**src/sv/mcod_pkg.sv**
```systemverilog
package mcod_pkg;

  // Chain capacity and stored dimension width
  localparam int MAX_MATRICES = 8;
  localparam int DIM_BITS     = 12;
  localparam int DIM_CAP      = MAX_MATRICES + 1;

  // Fixed field widths of the channels
  localparam int DIM_IN_W   = 12;
  localparam int IDX_OUT_W  = 3;
  localparam int COST_OUT_W = 40;

  // Derived index and counter widths
  localparam int IDX_W   = (MAX_MATRICES > 1) ? $clog2(MAX_MATRICES) : 1;
  localparam int DADDR_W = (DIM_CAP > 1) ? $clog2(DIM_CAP) : 1;
  localparam int CNT_W   = $clog2(DIM_CAP + 1);
  localparam int LEN_W   = $clog2(MAX_MATRICES + 2);
  localparam int CADDR_W = 2 * IDX_W;
  localparam int CELL_DEPTH = 2 ** CADDR_W;

  // Arithmetic widths: one product of three dimensions, a sum of up to n-1 of them
  localparam int PROD_W = 2 * DIM_BITS;
  localparam int TERM_W = 3 * DIM_BITS;
  localparam int COST_W = TERM_W + LEN_W;

  typedef logic [DIM_BITS-1:0] dim_t;
  typedef logic [IDX_W-1:0]    idx_t;
  typedef logic [LEN_W-1:0]    len_t;
  typedef logic [COST_W-1:0]   cost_t;

endpackage

```
**src/sv/mcod_ifs.sv**
```systemverilog
interface mcod_in_if;
  logic                           valid;
  logic                           ready;
  logic [mcod_pkg::DIM_IN_W-1:0]  dim;
  logic                           last_dim;

  modport source (output valid, output dim, output last_dim, input ready);
  modport sink   (input valid, input dim, input last_dim, output ready);
endinterface

interface mcod_out_if;
  logic                             valid;
  logic                             ready;
  logic [mcod_pkg::IDX_OUT_W-1:0]   row;
  logic [mcod_pkg::IDX_OUT_W-1:0]   col;
  logic [mcod_pkg::IDX_OUT_W-1:0]   split_at;
  logic [mcod_pkg::COST_OUT_W-1:0]  min_cost;
  logic                             error;
  logic                             last;

  modport source (output valid, output row, output col, output split_at,
                  output min_cost, output error, output last, input ready);
  modport sink   (input valid, input row, input col, input split_at,
                  input min_cost, input error, input last, output ready);
endinterface

```
**src/sv/mcod_ram.sv**
```systemverilog
module mcod_ram #(
  parameter int WIDTH = 8,
  parameter int DEPTH = 16
) (
  input  logic                                   clk_i,
  input  logic                                   we_i,
  input  logic [((DEPTH > 1) ? $clog2(DEPTH) : 1)-1:0] waddr_i,
  input  logic [WIDTH-1:0]                       wdata_i,
  input  logic [((DEPTH > 1) ? $clog2(DEPTH) : 1)-1:0] raddr_i,
  output logic [WIDTH-1:0]                       rdata_o
);

  logic [WIDTH-1:0] mem_q [DEPTH];
  logic [WIDTH-1:0] rdata_q;

  // Write one entry, read one entry into the output register
  always_ff @(posedge clk_i) begin
    if (we_i) begin
      mem_q[waddr_i] <= wdata_i;
    end
    rdata_q <= mem_q[raddr_i];
  end

  assign rdata_o = rdata_q;

endmodule

```
**src/sv/matrix_chain_order_dp_core.sv**
```systemverilog
// Channel  Dir  Handshake     Payload
// in_i     in   valid/ready   dim, last_dim
// out_o    out  valid/ready   row, col, split_at, min_cost, error, last
//
// Loading accepts one dimension item per cycle; ready is high only while loading.
// The table fill reads the dimensions and forms their product (S_DI, S_DJ, S_DP) per cell,
// then steps S_KA, S_KB, S_KC and S_KD per split candidate through one shared multiplier
// and one 40-bit adder/comparator. Each result cell passes through S_ERD, S_ECAP and
// S_EWAIT, and a result waits in the output register as long as out_o.ready stays low.
// Reset is asynchronous and clears the sequencer and counters, not the memories.
module matrix_chain_order_dp_core (
  input  logic              clk_i,
  input  logic              rst_ni,
  mcod_in_if.sink           in_i,
  mcod_out_if.source        out_o
);

  typedef enum logic [10:0] {
    S_LOAD  = 11'b00000000001,
    S_DI    = 11'b00000000010,
    S_DJ    = 11'b00000000100,
    S_DP    = 11'b00000001000,
    S_KA    = 11'b00000010000,
    S_KB    = 11'b00000100000,
    S_KC    = 11'b00001000000,
    S_KD    = 11'b00010000000,
    S_ERD   = 11'b00100000000,
    S_ECAP  = 11'b01000000000,
    S_EWAIT = 11'b10000000000
  } state_e;

  localparam int DW = mcod_pkg::DIM_BITS;
  localparam int IW = mcod_pkg::IDX_W;
  localparam int LW = mcod_pkg::LEN_W;
  localparam int CW = mcod_pkg::COST_W;
  localparam int PW = mcod_pkg::PROD_W;
  localparam int TW = mcod_pkg::TERM_W;
  localparam int AW = mcod_pkg::DADDR_W;
  localparam int NW = mcod_pkg::CNT_W;
  localparam int XW = mcod_pkg::CADDR_W;
  localparam int OW = mcod_pkg::IDX_OUT_W;

  state_e state_q, state_d;

  logic [NW-1:0]   cnt_q, cnt_d;
  logic            ovf_q, ovf_d;
  mcod_pkg::len_t  n_q, n_d;
  mcod_pkg::len_t  len_q, len_d;
  mcod_pkg::idx_t  i_q, i_d;
  mcod_pkg::idx_t  k_q, k_d;
  mcod_pkg::idx_t  r_q, r_d;
  mcod_pkg::idx_t  c_q, c_d;
  mcod_pkg::dim_t  dim_i_q, dim_i_d;
  logic [PW-1:0]   prod_q, prod_d;
  logic [TW-1:0]   term_q, term_d;
  mcod_pkg::cost_t left_q, left_d;
  mcod_pkg::cost_t sum_q, sum_d;
  mcod_pkg::cost_t best_q, best_d;
  mcod_pkg::idx_t  best_k_q, best_k_d;

  // Output payload registers
  logic [OW-1:0]                   row_q, row_d;
  logic [OW-1:0]                   col_q, col_d;
  logic [OW-1:0]                   split_q, split_d;
  logic [mcod_pkg::COST_OUT_W-1:0] cost_q, cost_d;
  logic                            err_q, err_d;
  logic                            last_q, last_d;

  // Memory ports
  logic            dim_we;
  logic [AW-1:0]   dim_waddr, dim_raddr;
  mcod_pkg::dim_t  dim_wdata, dim_rdata;
  logic            cell_we;
  logic [XW-1:0]   cell_waddr, cell_raddr;
  mcod_pkg::cost_t cost_wdata, cost_rdata;
  mcod_pkg::idx_t  split_rdata;

  // Shared multiplier
  logic [PW-1:0]   mul_a;
  mcod_pkg::dim_t  mul_b;
  logic [TW-1:0]   mul_p;

  // Loop indices derived from the counters
  mcod_pkg::len_t  j_full, jp1_full, kp1_full;
  mcod_pkg::idx_t  j_idx, kp1_idx;
  logic            k_first, k_last, better;
  mcod_pkg::cost_t right_cost, best_nxt;
  mcod_pkg::idx_t  best_k_nxt;

  // Load-side decode
  logic            in_acc, room, run_err;
  logic [NW-1:0]   cnt_new;
  mcod_pkg::dim_t  dim_in;

  assign in_i.ready = (state_q == S_LOAD);
  assign in_acc     = in_i.valid && in_i.ready;
  assign dim_in     = DW'(in_i.dim);
  assign room       = (cnt_q < NW'(mcod_pkg::DIM_CAP));
  assign cnt_new    = room ? (cnt_q + NW'(1)) : cnt_q;
  assign run_err    = ovf_q || !room || (cnt_new < NW'(2));

  assign jp1_full = LW'(i_q) + len_q;
  assign j_full   = jp1_full - LW'(1);
  assign j_idx    = IW'(j_full);
  assign kp1_full = LW'(k_q) + LW'(1);
  assign kp1_idx  = IW'(kp1_full);
  assign k_first  = (k_q == i_q);
  assign k_last   = (kp1_full == j_full);

  assign mul_p = {{DW{1'b0}}, mul_a} * {{PW{1'b0}}, mul_b};

  // Compare the candidate against the best split so far; the first k wins ties
  assign right_cost = k_last ? '0 : cost_rdata;
  assign better     = k_first || (sum_q < best_q);
  assign best_nxt   = better ? sum_q : best_q;
  assign best_k_nxt = better ? k_q : best_k_q;

  // Route memory addresses and multiplier operands by step
  always_comb begin
    dim_raddr  = AW'(i_q);
    cell_raddr = {r_q, c_q};
    mul_a      = prod_q;
    mul_b      = dim_rdata;
    case (state_q)
      S_DJ:    dim_raddr = AW'(jp1_full);
      S_DP:    mul_a = PW'(dim_i_q);
      S_KA: begin
        dim_raddr  = AW'(kp1_full);
        cell_raddr = {i_q, k_q};
      end
      S_KB:    cell_raddr = {kp1_idx, j_idx};
      default: ;
    endcase
  end

  assign dim_we     = in_acc && room;
  assign dim_waddr  = AW'(cnt_q);
  assign dim_wdata  = dim_in;
  assign cell_we    = (state_q == S_KD) && k_last;
  assign cell_waddr = {i_q, j_idx};
  assign cost_wdata = best_nxt;

  // Sequencer
  always_comb begin
    state_d  = state_q;
    cnt_d    = cnt_q;
    ovf_d    = ovf_q;
    n_d      = n_q;
    len_d    = len_q;
    i_d      = i_q;
    k_d      = k_q;
    r_d      = r_q;
    c_d      = c_q;
    dim_i_d  = dim_i_q;
    prod_d   = prod_q;
    term_d   = term_q;
    left_d   = left_q;
    sum_d    = sum_q;
    best_d   = best_q;
    best_k_d = best_k_q;
    row_d    = row_q;
    col_d    = col_q;
    split_d  = split_q;
    cost_d   = cost_q;
    err_d    = err_q;
    last_d   = last_q;
    case (state_q)
      S_LOAD: begin
        if (in_acc) begin
          if (in_i.last_dim) begin
            cnt_d = '0;
            ovf_d = 1'b0;
            if (run_err) begin
              row_d   = '0;
              col_d   = '0;
              split_d = '0;
              cost_d  = '0;
              err_d   = 1'b1;
              last_d  = 1'b1;
              state_d = S_EWAIT;
            end else begin
              n_d     = LW'(cnt_new - NW'(1));
              len_d   = LW'(2);
              i_d     = '0;
              r_d     = '0;
              c_d     = '0;
              state_d = (cnt_new == NW'(2)) ? S_ERD : S_DI;
            end
          end else begin
            cnt_d = cnt_new;
            ovf_d = ovf_q || !room;
          end
        end
      end
      S_DI: state_d = S_DJ;
      S_DJ: begin
        dim_i_d = dim_rdata;
        k_d     = i_q;
        state_d = S_DP;
      end
      S_DP: begin
        prod_d  = mul_p[PW-1:0];
        state_d = S_KA;
      end
      S_KA: state_d = S_KB;
      S_KB: begin
        term_d  = mul_p;
        left_d  = k_first ? '0 : cost_rdata;
        state_d = S_KC;
      end
      S_KC: begin
        sum_d   = left_q + right_cost + CW'(term_q);
        state_d = S_KD;
      end
      S_KD: begin
        best_d   = best_nxt;
        best_k_d = best_k_nxt;
        if (k_last) begin
          // Advance to the next cell, to the next chain length, or to the results when the table is full
          if ((jp1_full + LW'(1)) > n_q) begin
            i_d   = '0;
            len_d = len_q + LW'(1);
            state_d = ((len_q + LW'(1)) > n_q) ? S_ERD : S_DI;
          end else begin
            i_d     = i_q + IW'(1);
            state_d = S_DI;
          end
        end else begin
          k_d     = kp1_idx;
          state_d = S_KA;
        end
      end
      S_ERD: state_d = S_ECAP;
      S_ECAP: begin
        row_d   = OW'(r_q);
        col_d   = OW'(c_q);
        split_d = (r_q == c_q) ? '0 : OW'(split_rdata);
        cost_d  = (r_q == c_q) ? '0 : mcod_pkg::COST_OUT_W'(cost_rdata);
        err_d   = 1'b0;
        last_d  = ((LW'(r_q) + LW'(1)) == n_q);
        state_d = S_EWAIT;
      end
      S_EWAIT: begin
        if (out_o.ready) begin
          if (last_q) begin
            state_d = S_LOAD;
          end else begin
            if ((LW'(c_q) + LW'(1)) == n_q) begin
              r_d = r_q + IW'(1);
              c_d = r_q + IW'(1);
            end else begin
              c_d = c_q + IW'(1);
            end
            state_d = S_ERD;
          end
        end
      end
      default: state_d = S_LOAD;
    endcase
  end

  // Control registers
  always_ff @(posedge clk_i or negedge rst_ni) begin
    if (!rst_ni) begin
      state_q <= S_LOAD;
      cnt_q   <= '0;
      ovf_q   <= 1'b0;
    end else begin
      state_q <= state_d;
      cnt_q   <= cnt_d;
      ovf_q   <= ovf_d;
    end
  end

  // Datapath and payload registers
  always_ff @(posedge clk_i) begin
    n_q      <= n_d;
    len_q    <= len_d;
    i_q      <= i_d;
    k_q      <= k_d;
    r_q      <= r_d;
    c_q      <= c_d;
    dim_i_q  <= dim_i_d;
    prod_q   <= prod_d;
    term_q   <= term_d;
    left_q   <= left_d;
    sum_q    <= sum_d;
    best_q   <= best_d;
    best_k_q <= best_k_d;
    row_q    <= row_d;
    col_q    <= col_d;
    split_q  <= split_d;
    cost_q   <= cost_d;
    err_q    <= err_d;
    last_q   <= last_d;
  end

  assign out_o.valid    = (state_q == S_EWAIT);
  assign out_o.row      = row_q;
  assign out_o.col      = col_q;
  assign out_o.split_at = split_q;
  assign out_o.min_cost = cost_q;
  assign out_o.error    = err_q;
  assign out_o.last     = last_q;

  mcod_ram #(
    .WIDTH (DW),
    .DEPTH (mcod_pkg::DIM_CAP)
  ) u_dim_ram (
    .clk_i   (clk_i),
    .we_i    (dim_we),
    .waddr_i (dim_waddr),
    .wdata_i (dim_wdata),
    .raddr_i (dim_raddr),
    .rdata_o (dim_rdata)
  );

  mcod_ram #(
    .WIDTH (CW),
    .DEPTH (mcod_pkg::CELL_DEPTH)
  ) u_cost_ram (
    .clk_i   (clk_i),
    .we_i    (cell_we),
    .waddr_i (cell_waddr),
    .wdata_i (cost_wdata),
    .raddr_i (cell_raddr),
    .rdata_o (cost_rdata)
  );

  mcod_ram #(
    .WIDTH (IW),
    .DEPTH (mcod_pkg::CELL_DEPTH)
  ) u_split_ram (
    .clk_i   (clk_i),
    .we_i    (cell_we),
    .waddr_i (cell_waddr),
    .wdata_i (best_k_nxt),
    .raddr_i (cell_raddr),
    .rdata_o (split_rdata)
  );

  // Never take an item while a result is pending
  a_no_overlap: assert property (@(posedge clk_i) disable iff (!rst_ni)
    !(in_i.ready && out_o.valid))
    else $error("input ready while a result is pending");

  // Split candidates stay inside the subchain
  a_k_range: assert property (@(posedge clk_i) disable iff (!rst_ni)
    (state_q == S_KA || state_q == S_KB || state_q == S_KC || state_q == S_KD)
    |-> (LW'(k_q) < j_full))
    else $error("split index outside subchain");

  // An error result carries zero fields and ends the run
  a_err_fields: assert property (@(posedge clk_i) disable iff (!rst_ni)
    (out_o.valid && out_o.error) |->
    (out_o.row == '0 && out_o.col == '0 && out_o.split_at == '0 &&
     out_o.min_cost == '0 && out_o.last))
    else $error("error result with nonzero fields");

  // Cells come out with row not above col
  a_row_col: assert property (@(posedge clk_i) disable iff (!rst_ni)
    (out_o.valid && !out_o.error) |-> (out_o.row <= out_o.col))
    else $error("result cell below diagonal");

  // After the final result the block loads again
  a_back_to_load: assert property (@(posedge clk_i) disable iff (!rst_ni)
    (out_o.valid && out_o.ready && out_o.last) |=> in_i.ready)
    else $error("not ready after final result");

endmodule

```
**src/flat_wrapper.sv**
```systemverilog
// flat-port wrapper written by rule: the top's interface ports become plain ports
module matrix_chain_order_dp_core_flat 
  (clk_i, rst_ni, in_i_valid, in_i_dim, in_i_last_dim, in_i_ready, out_o_valid, out_o_row, out_o_col, out_o_split_at, out_o_min_cost, out_o_error, out_o_last, out_o_ready);
  mcod_in_if in_i_i ();
  mcod_out_if out_o_i ();
  input  logic clk_i;
  input  logic rst_ni;
  input wire logic [$bits(in_i_i.valid)-1:0] in_i_valid;
  input wire logic [$bits(in_i_i.dim)-1:0] in_i_dim;
  input wire logic [$bits(in_i_i.last_dim)-1:0] in_i_last_dim;
  output wire logic [$bits(in_i_i.ready)-1:0] in_i_ready;
  output wire logic [$bits(out_o_i.valid)-1:0] out_o_valid;
  output wire logic [$bits(out_o_i.row)-1:0] out_o_row;
  output wire logic [$bits(out_o_i.col)-1:0] out_o_col;
  output wire logic [$bits(out_o_i.split_at)-1:0] out_o_split_at;
  output wire logic [$bits(out_o_i.min_cost)-1:0] out_o_min_cost;
  output wire logic [$bits(out_o_i.error)-1:0] out_o_error;
  output wire logic [$bits(out_o_i.last)-1:0] out_o_last;
  input wire logic [$bits(out_o_i.ready)-1:0] out_o_ready;
  assign in_i_i.valid = in_i_valid;
  assign in_i_i.dim = in_i_dim;
  assign in_i_i.last_dim = in_i_last_dim;
  assign in_i_ready = in_i_i.ready;
  assign out_o_valid = out_o_i.valid;
  assign out_o_row = out_o_i.row;
  assign out_o_col = out_o_i.col;
  assign out_o_split_at = out_o_i.split_at;
  assign out_o_min_cost = out_o_i.min_cost;
  assign out_o_error = out_o_i.error;
  assign out_o_last = out_o_i.last;
  assign out_o_i.ready = out_o_ready;
  matrix_chain_order_dp_core u_core (.clk_i(clk_i), .rst_ni(rst_ni), .in_i(in_i_i), .out_o(out_o_i));
endmodule
```
**config.mk**
```make
export PLATFORM = sky130hd
export DESIGN_NAME = matrix_chain_order_dp_core_flat
export DESIGN_NICKNAME = d
export VERILOG_FILES = /design/src/sv/mcod_pkg.sv /design/src/sv/mcod_ifs.sv /design/src/sv/mcod_ram.sv /design/src/sv/matrix_chain_order_dp_core.sv /design/src/flat_wrapper.sv
export SDC_FILE = /design/constraint.sdc
export NUM_CORES = 2
export LEC_CHECK = 0
export BUFFER_PORTS_ARGS = -buffer_cell sky130_fd_sc_hd__buf_2
export CAP_MARGIN = 20
export CORE_ASPECT_RATIO = 1.4
export CORE_MARGIN = 1
export CORE_UTILIZATION = 40
export CTS_BUF_LIST = sky130_fd_sc_hd__clkbuf_8
export DETAILED_ROUTE_END_ITERATION = 10
export GPL_TIMING_DRIVEN = 0
export PLACE_DENSITY_LB_ADDON = 0.08
export SETUP_SLACK_MARGIN = 0.05
export SLEW_MARGIN = 20
export SYNTH_ARGS = -nofsm -noshare
export SYNTH_HDL_FRONTEND = slang
export SYNTH_SLANG_ARGS = --single-unit
```
**constraint.sdc**
```tcl
create_clock -name clk_i -period 9.96 [get_ports clk_i]
set_clock_uncertainty 0.1 [all_clocks]
set_input_delay 1.494 -clock clk_i [delete_from_list [all_inputs] [get_ports clk_i]]
set_output_delay 1.494 -clock clk_i [all_outputs]
set_load 0.02 [all_outputs]
```
==> impl_metrics.csv <==
group,metric,value,unit
power,peakVddDrop,0.000638,V
critical_path,crit_family,"adder cells",
place,dp_hpwl,340000,um
synth,ys_ff_latch,3197,
critical_path,path_max_fanout,10,
power,p_leak,55.3,nW
global_route,antenna_found_initial,78,
routing,drtPass1Iterations,6,
critical_path,r2r_start,"u_core.state_q[6]",
critical_path,cp.buffers_inverters,5,
sta,period_share,0.932,
routing,drtAntennaViolNets,0,
critical_path,worstPathRequired,10.73,ns
global_route,grt_pass1_wl,647000,um
routing,via_per_inst,5.39,
clocking,cts.sinks,3197,
sta,min_period,9.28,ns
sta,setup_violations,0,
global_route,grt_use_total,0.268,
synth,synth_fp_nets,10700,
place,place_area,147000,um2
place,io_buffer_count,69,
die,dieArea,342000,um2
routing,drt_iter0_markers,7733,
die,ioPinCount,70,
status,status,"finished, final reports clean",
die,fp.coreArea,337000,um2
synth,synthArstFlopShare,0.00500,
critical_path,r2r_slack,0.68,ns
power,p_total,44.0,mW
sta,holdWs,0.222,ns
sta,rsz0062_at_grt,"false",
place,routabilityCongestion,0.961,
critical_path,endpoint,"u_core.term_q[35]",
clocking,clockRootBuffer,"clkbuf_8",
run,maxCapViolCount,0,
sta,hold_viol,0,
die,die_h,691,um
synth,synth-edff-count,3126,
global_route,grt_pass1_vias,88100,
die,rows,252,
clocking,clk_latency,1.14,ns
routing,wl,464000,um
synth,synth_top_area_cell,"edfxtp_1",
power,pwr-share-clk,0.240,
clocking,path_clk_slew,0.07,ns
power,power_frac_seq,0.369,
critical_path,start_kind,"flop",
critical_path,cpPeakStageDelay,0.58,ns
clocking,clockBufferDepth,4,
place,dp.cells,15000,
synth,synth-main-ff-cell,"edfxtp_1",
critical_path,r2r_end,"u_core.term_q[35]",
critical_path,crit_path_end_kind,"flop",
finish,design_area,157000,um2
clocking,post_cts_buffers,0,
power,switching_share,0.383,
synth,synth_top_area_share,0.691,
clocking,cts_buffers,524,
die,start_util,0.403,
routing,vias,87400,
power,p_switching,16.9,mW
critical_path,crit_type,"flop to flop",
clocking,cts_hold_buf,0,
synth,avgSynthCellArea,13.2,um2
die,die_w,494,um
sta,max-slew-margin-rel,0.195,
critical_path,r2r_cells,26,
finish,drive_gt1_frac,0.121,
synth,netlist_instances,10300,
power,pwr_density_cell,281,nW/um2
synth,syn_area,136000,um2
global_route,grt-ovfl-total,0,
sta,worst_slew_pin_slew,1.21,ns
clocking,htree_levels,6,
critical_path,cpMostUsedCell,"fa_1",
finish,areaGrowthSynthToFinish,15.5,%
finish,fillers,30500,
power,comb_power_share,0.391,
critical_path,critical_path_arrival,10.06,ns
global_route,grt_max_degree,66,
worst_hold_path,hold_path.class,"input pin to async pin",
synth,ys_warn_count,0,
critical_path,worst_path_max_delay_cell,"nor4b_4",
synth,netlist_top_cells_area,"edfxtp_1 69%, nand2_1 7.8%, fa_1 3.8%",
routing,drc,0,
synth,synth_cell_types,87,
finish,nets,11500,
routing,wl_per_cell,28.6,um
clocking,cts_tree,"built",
critical_path,path_depth,26,
critical_path,setup.worst_path.start,"u_core.state_q[6]",
sta,clock.fmax,0.108,GHz
synth,yosysSeqAreaShare,0.702,
power,internal-power,27.1,mW
finish,stdcell_count,16200,
sta,slew_viol_final,0,
worst reg2reg max path, stage by stage, from the launching register on:
cell and delay, ns:
dfrtp_1 0.35, buf_2 0.17, nor2_2 0.38, nand2_1 0.15, or3_1 0.47, nor4b_4 0.58
buf_2 0.49, mux2_2 0.49, buf_2 0.25, and2_1 0.22, fa_1 0.55, fa_1 0.45
fa_1 0.50, fa_1 0.52, inv_1 0.05, fa_1 0.47, inv_1 0.05, ha_1 0.35
nand3_1 0.15, nor4b_1 0.35, o31ai_1 0.25, a21oi_1 0.52, o21ai_0 0.26, a31oi_1 0.38
a211o_1 0.19, a21oi_1 0.07, xnor2_1 0.27
state kept, by name (all words and copies together) (netlist names), 24 cells and up:
signal and cells:
u_core.best_q 40, u_core.left_q 40, u_core.out_o.min_cost 40, u_core.prod_q 24, u_core.sum_q 40, u_core.term_q 36
u_core.u_cost_ram.mem_q 2560, u_core.u_cost_ram.rdata_o 40, u_core.u_dim_ram.mem_q 108, u_core.u_split_ram.mem_q 192
synthesized netlist by cell type (all sizes together) (7+ instances only):
| master | count |
|---|---|
| o21ai | 48 |
| dfrtp | 15 |
| or3 | 8 |
| o31ai | 7 |
| dfxtp | 55 |
| or4 | 43 |
| nor3 | 26 |
| clkbuf | 316 |
| a311oi | 13 |
| mux2i | 8 |
| xor2 | 27 |
| a31oi | 25 |
| nand3 | 914 |
| o21a | 13 |
| o22ai | 136 |
| nor4b | 9 |
| xnor2 | 67 |
| nand2 | 2812 |
| and2 | 181 |
| edfxtp | 3126 |
| a21oi | 442 |
| nand2b | 14 |
| a211oi | 12 |
| ha | 179 |
| nor4 | 89 |
| a21o | 54 |
| mux4 | 84 |
| buf | 264 |
| o2111ai | 87 |
| o21bai | 8 |
| nor2b | 29 |
| inv | 336 |
| mux2 | 56 |
| nor2 | 168 |
| and3 | 65 |
| nand4 | 193 |
| fa | 258 |
worst min-delay path by stage:
| stage | slack [ns] | cells after the start | to |
|---|---|---|---|
| 3_5_place_dp | 0.41 | 2 | u_core.ovf_q |
| 4_1_cts | 0.18 | 1 | u_core.cnt_q[2] |
| 6_report | 0.22 | 1 | u_core.cnt_q[2] |
| 5_1_grt | 0.21 | 1 | u_core.cnt_q[2] |
| 2_1_floorplan | 0.36 | 2 | u_core.u_dim_ram.rdata_o[10] |
| 3_3_place_gp | 0.39 | 2 | u_core.ovf_q |
timing repair:
action | CTS | global route
resized for setup | 0 | 2
endpoints found under the setup margin | 0 | 12
hold endpoints to repair | 0 | 0
per-stage QoR:
stage	TNS, ns	setup slack, ns	utilization
CTS	0	0.233	0.463
floorplan	0	2.20	-
detailed placement	0	0.294	0.435
global placement	-32.86	-0.197	0.420
global route	0	0.203	0.465
finish	0	0.679	0.465
power by group through the flow:
stage                     combinational [mW]  sequential [mW]  clock, mW
after CTS                               17.3             16.2       10.8
after floorplan                         11.1             16.4          0
final                                   17.2             16.2       10.6
after detailed placement                17.0             16.5          0
after global placement                  17.0             16.5          0
after global routing                    18.9             16.2       11.3
area by class of cell:
type	count	area, um2	share of cell area
sequential	3197	95400	0.608
tap	4445	5560	0.0355
antenna	334	836	0.00533
inverter	337	1270	0.00807
clock buffer	554	7620	0.0486
buffer	580	2620	0.0167
multi-input combinational	6148	37400	0.239
timing repair buffer	267	4500	0.0287
clock inverter	348	1600	0.0102
cells by family (layout without fill, tap and decap cells):
logic type,after synthesis,in the layout,synth area share
flip-flops,3197,3197,0.702
buffers and inverters,917,2086,0.0285
other,0,334,0
AO/OA/AOI/OAI,902,902,0.0411
multiplexers,148,148,0.0192
AND/OR/NAND/NOR,4566,4566,0.148
adder cells (fa/ha/maj),437,437,0.0545
XOR/XNOR,95,95,0.00623
layer usage:
metal  share of wire  global-route usage  vias to the layer above
li1                -                   -                    39100
met1            0.37               0.310                    44300
met2            0.51               0.465                     3087
met3           0.056              0.0422                      868
met4           0.060               0.166                       28
met5         0.00037                   0                        -
layout by cell type, fill, tap and decap left out, types with 96 or more instances in the layout:
master	instances
clkbuf_8	554
buf_12	123
a21oi_1	442
o22ai_1	114
and2_1	181
nor2_1	96
fa_1	258
nand4_1	192
buf_2	261
diode_2	334
nand3_1	908
ha_1	179
edfxtp_1	3126
clkbuf_1	310
nand2_1	2811
inv_1	520
Power figures use the tool's default switching activity.
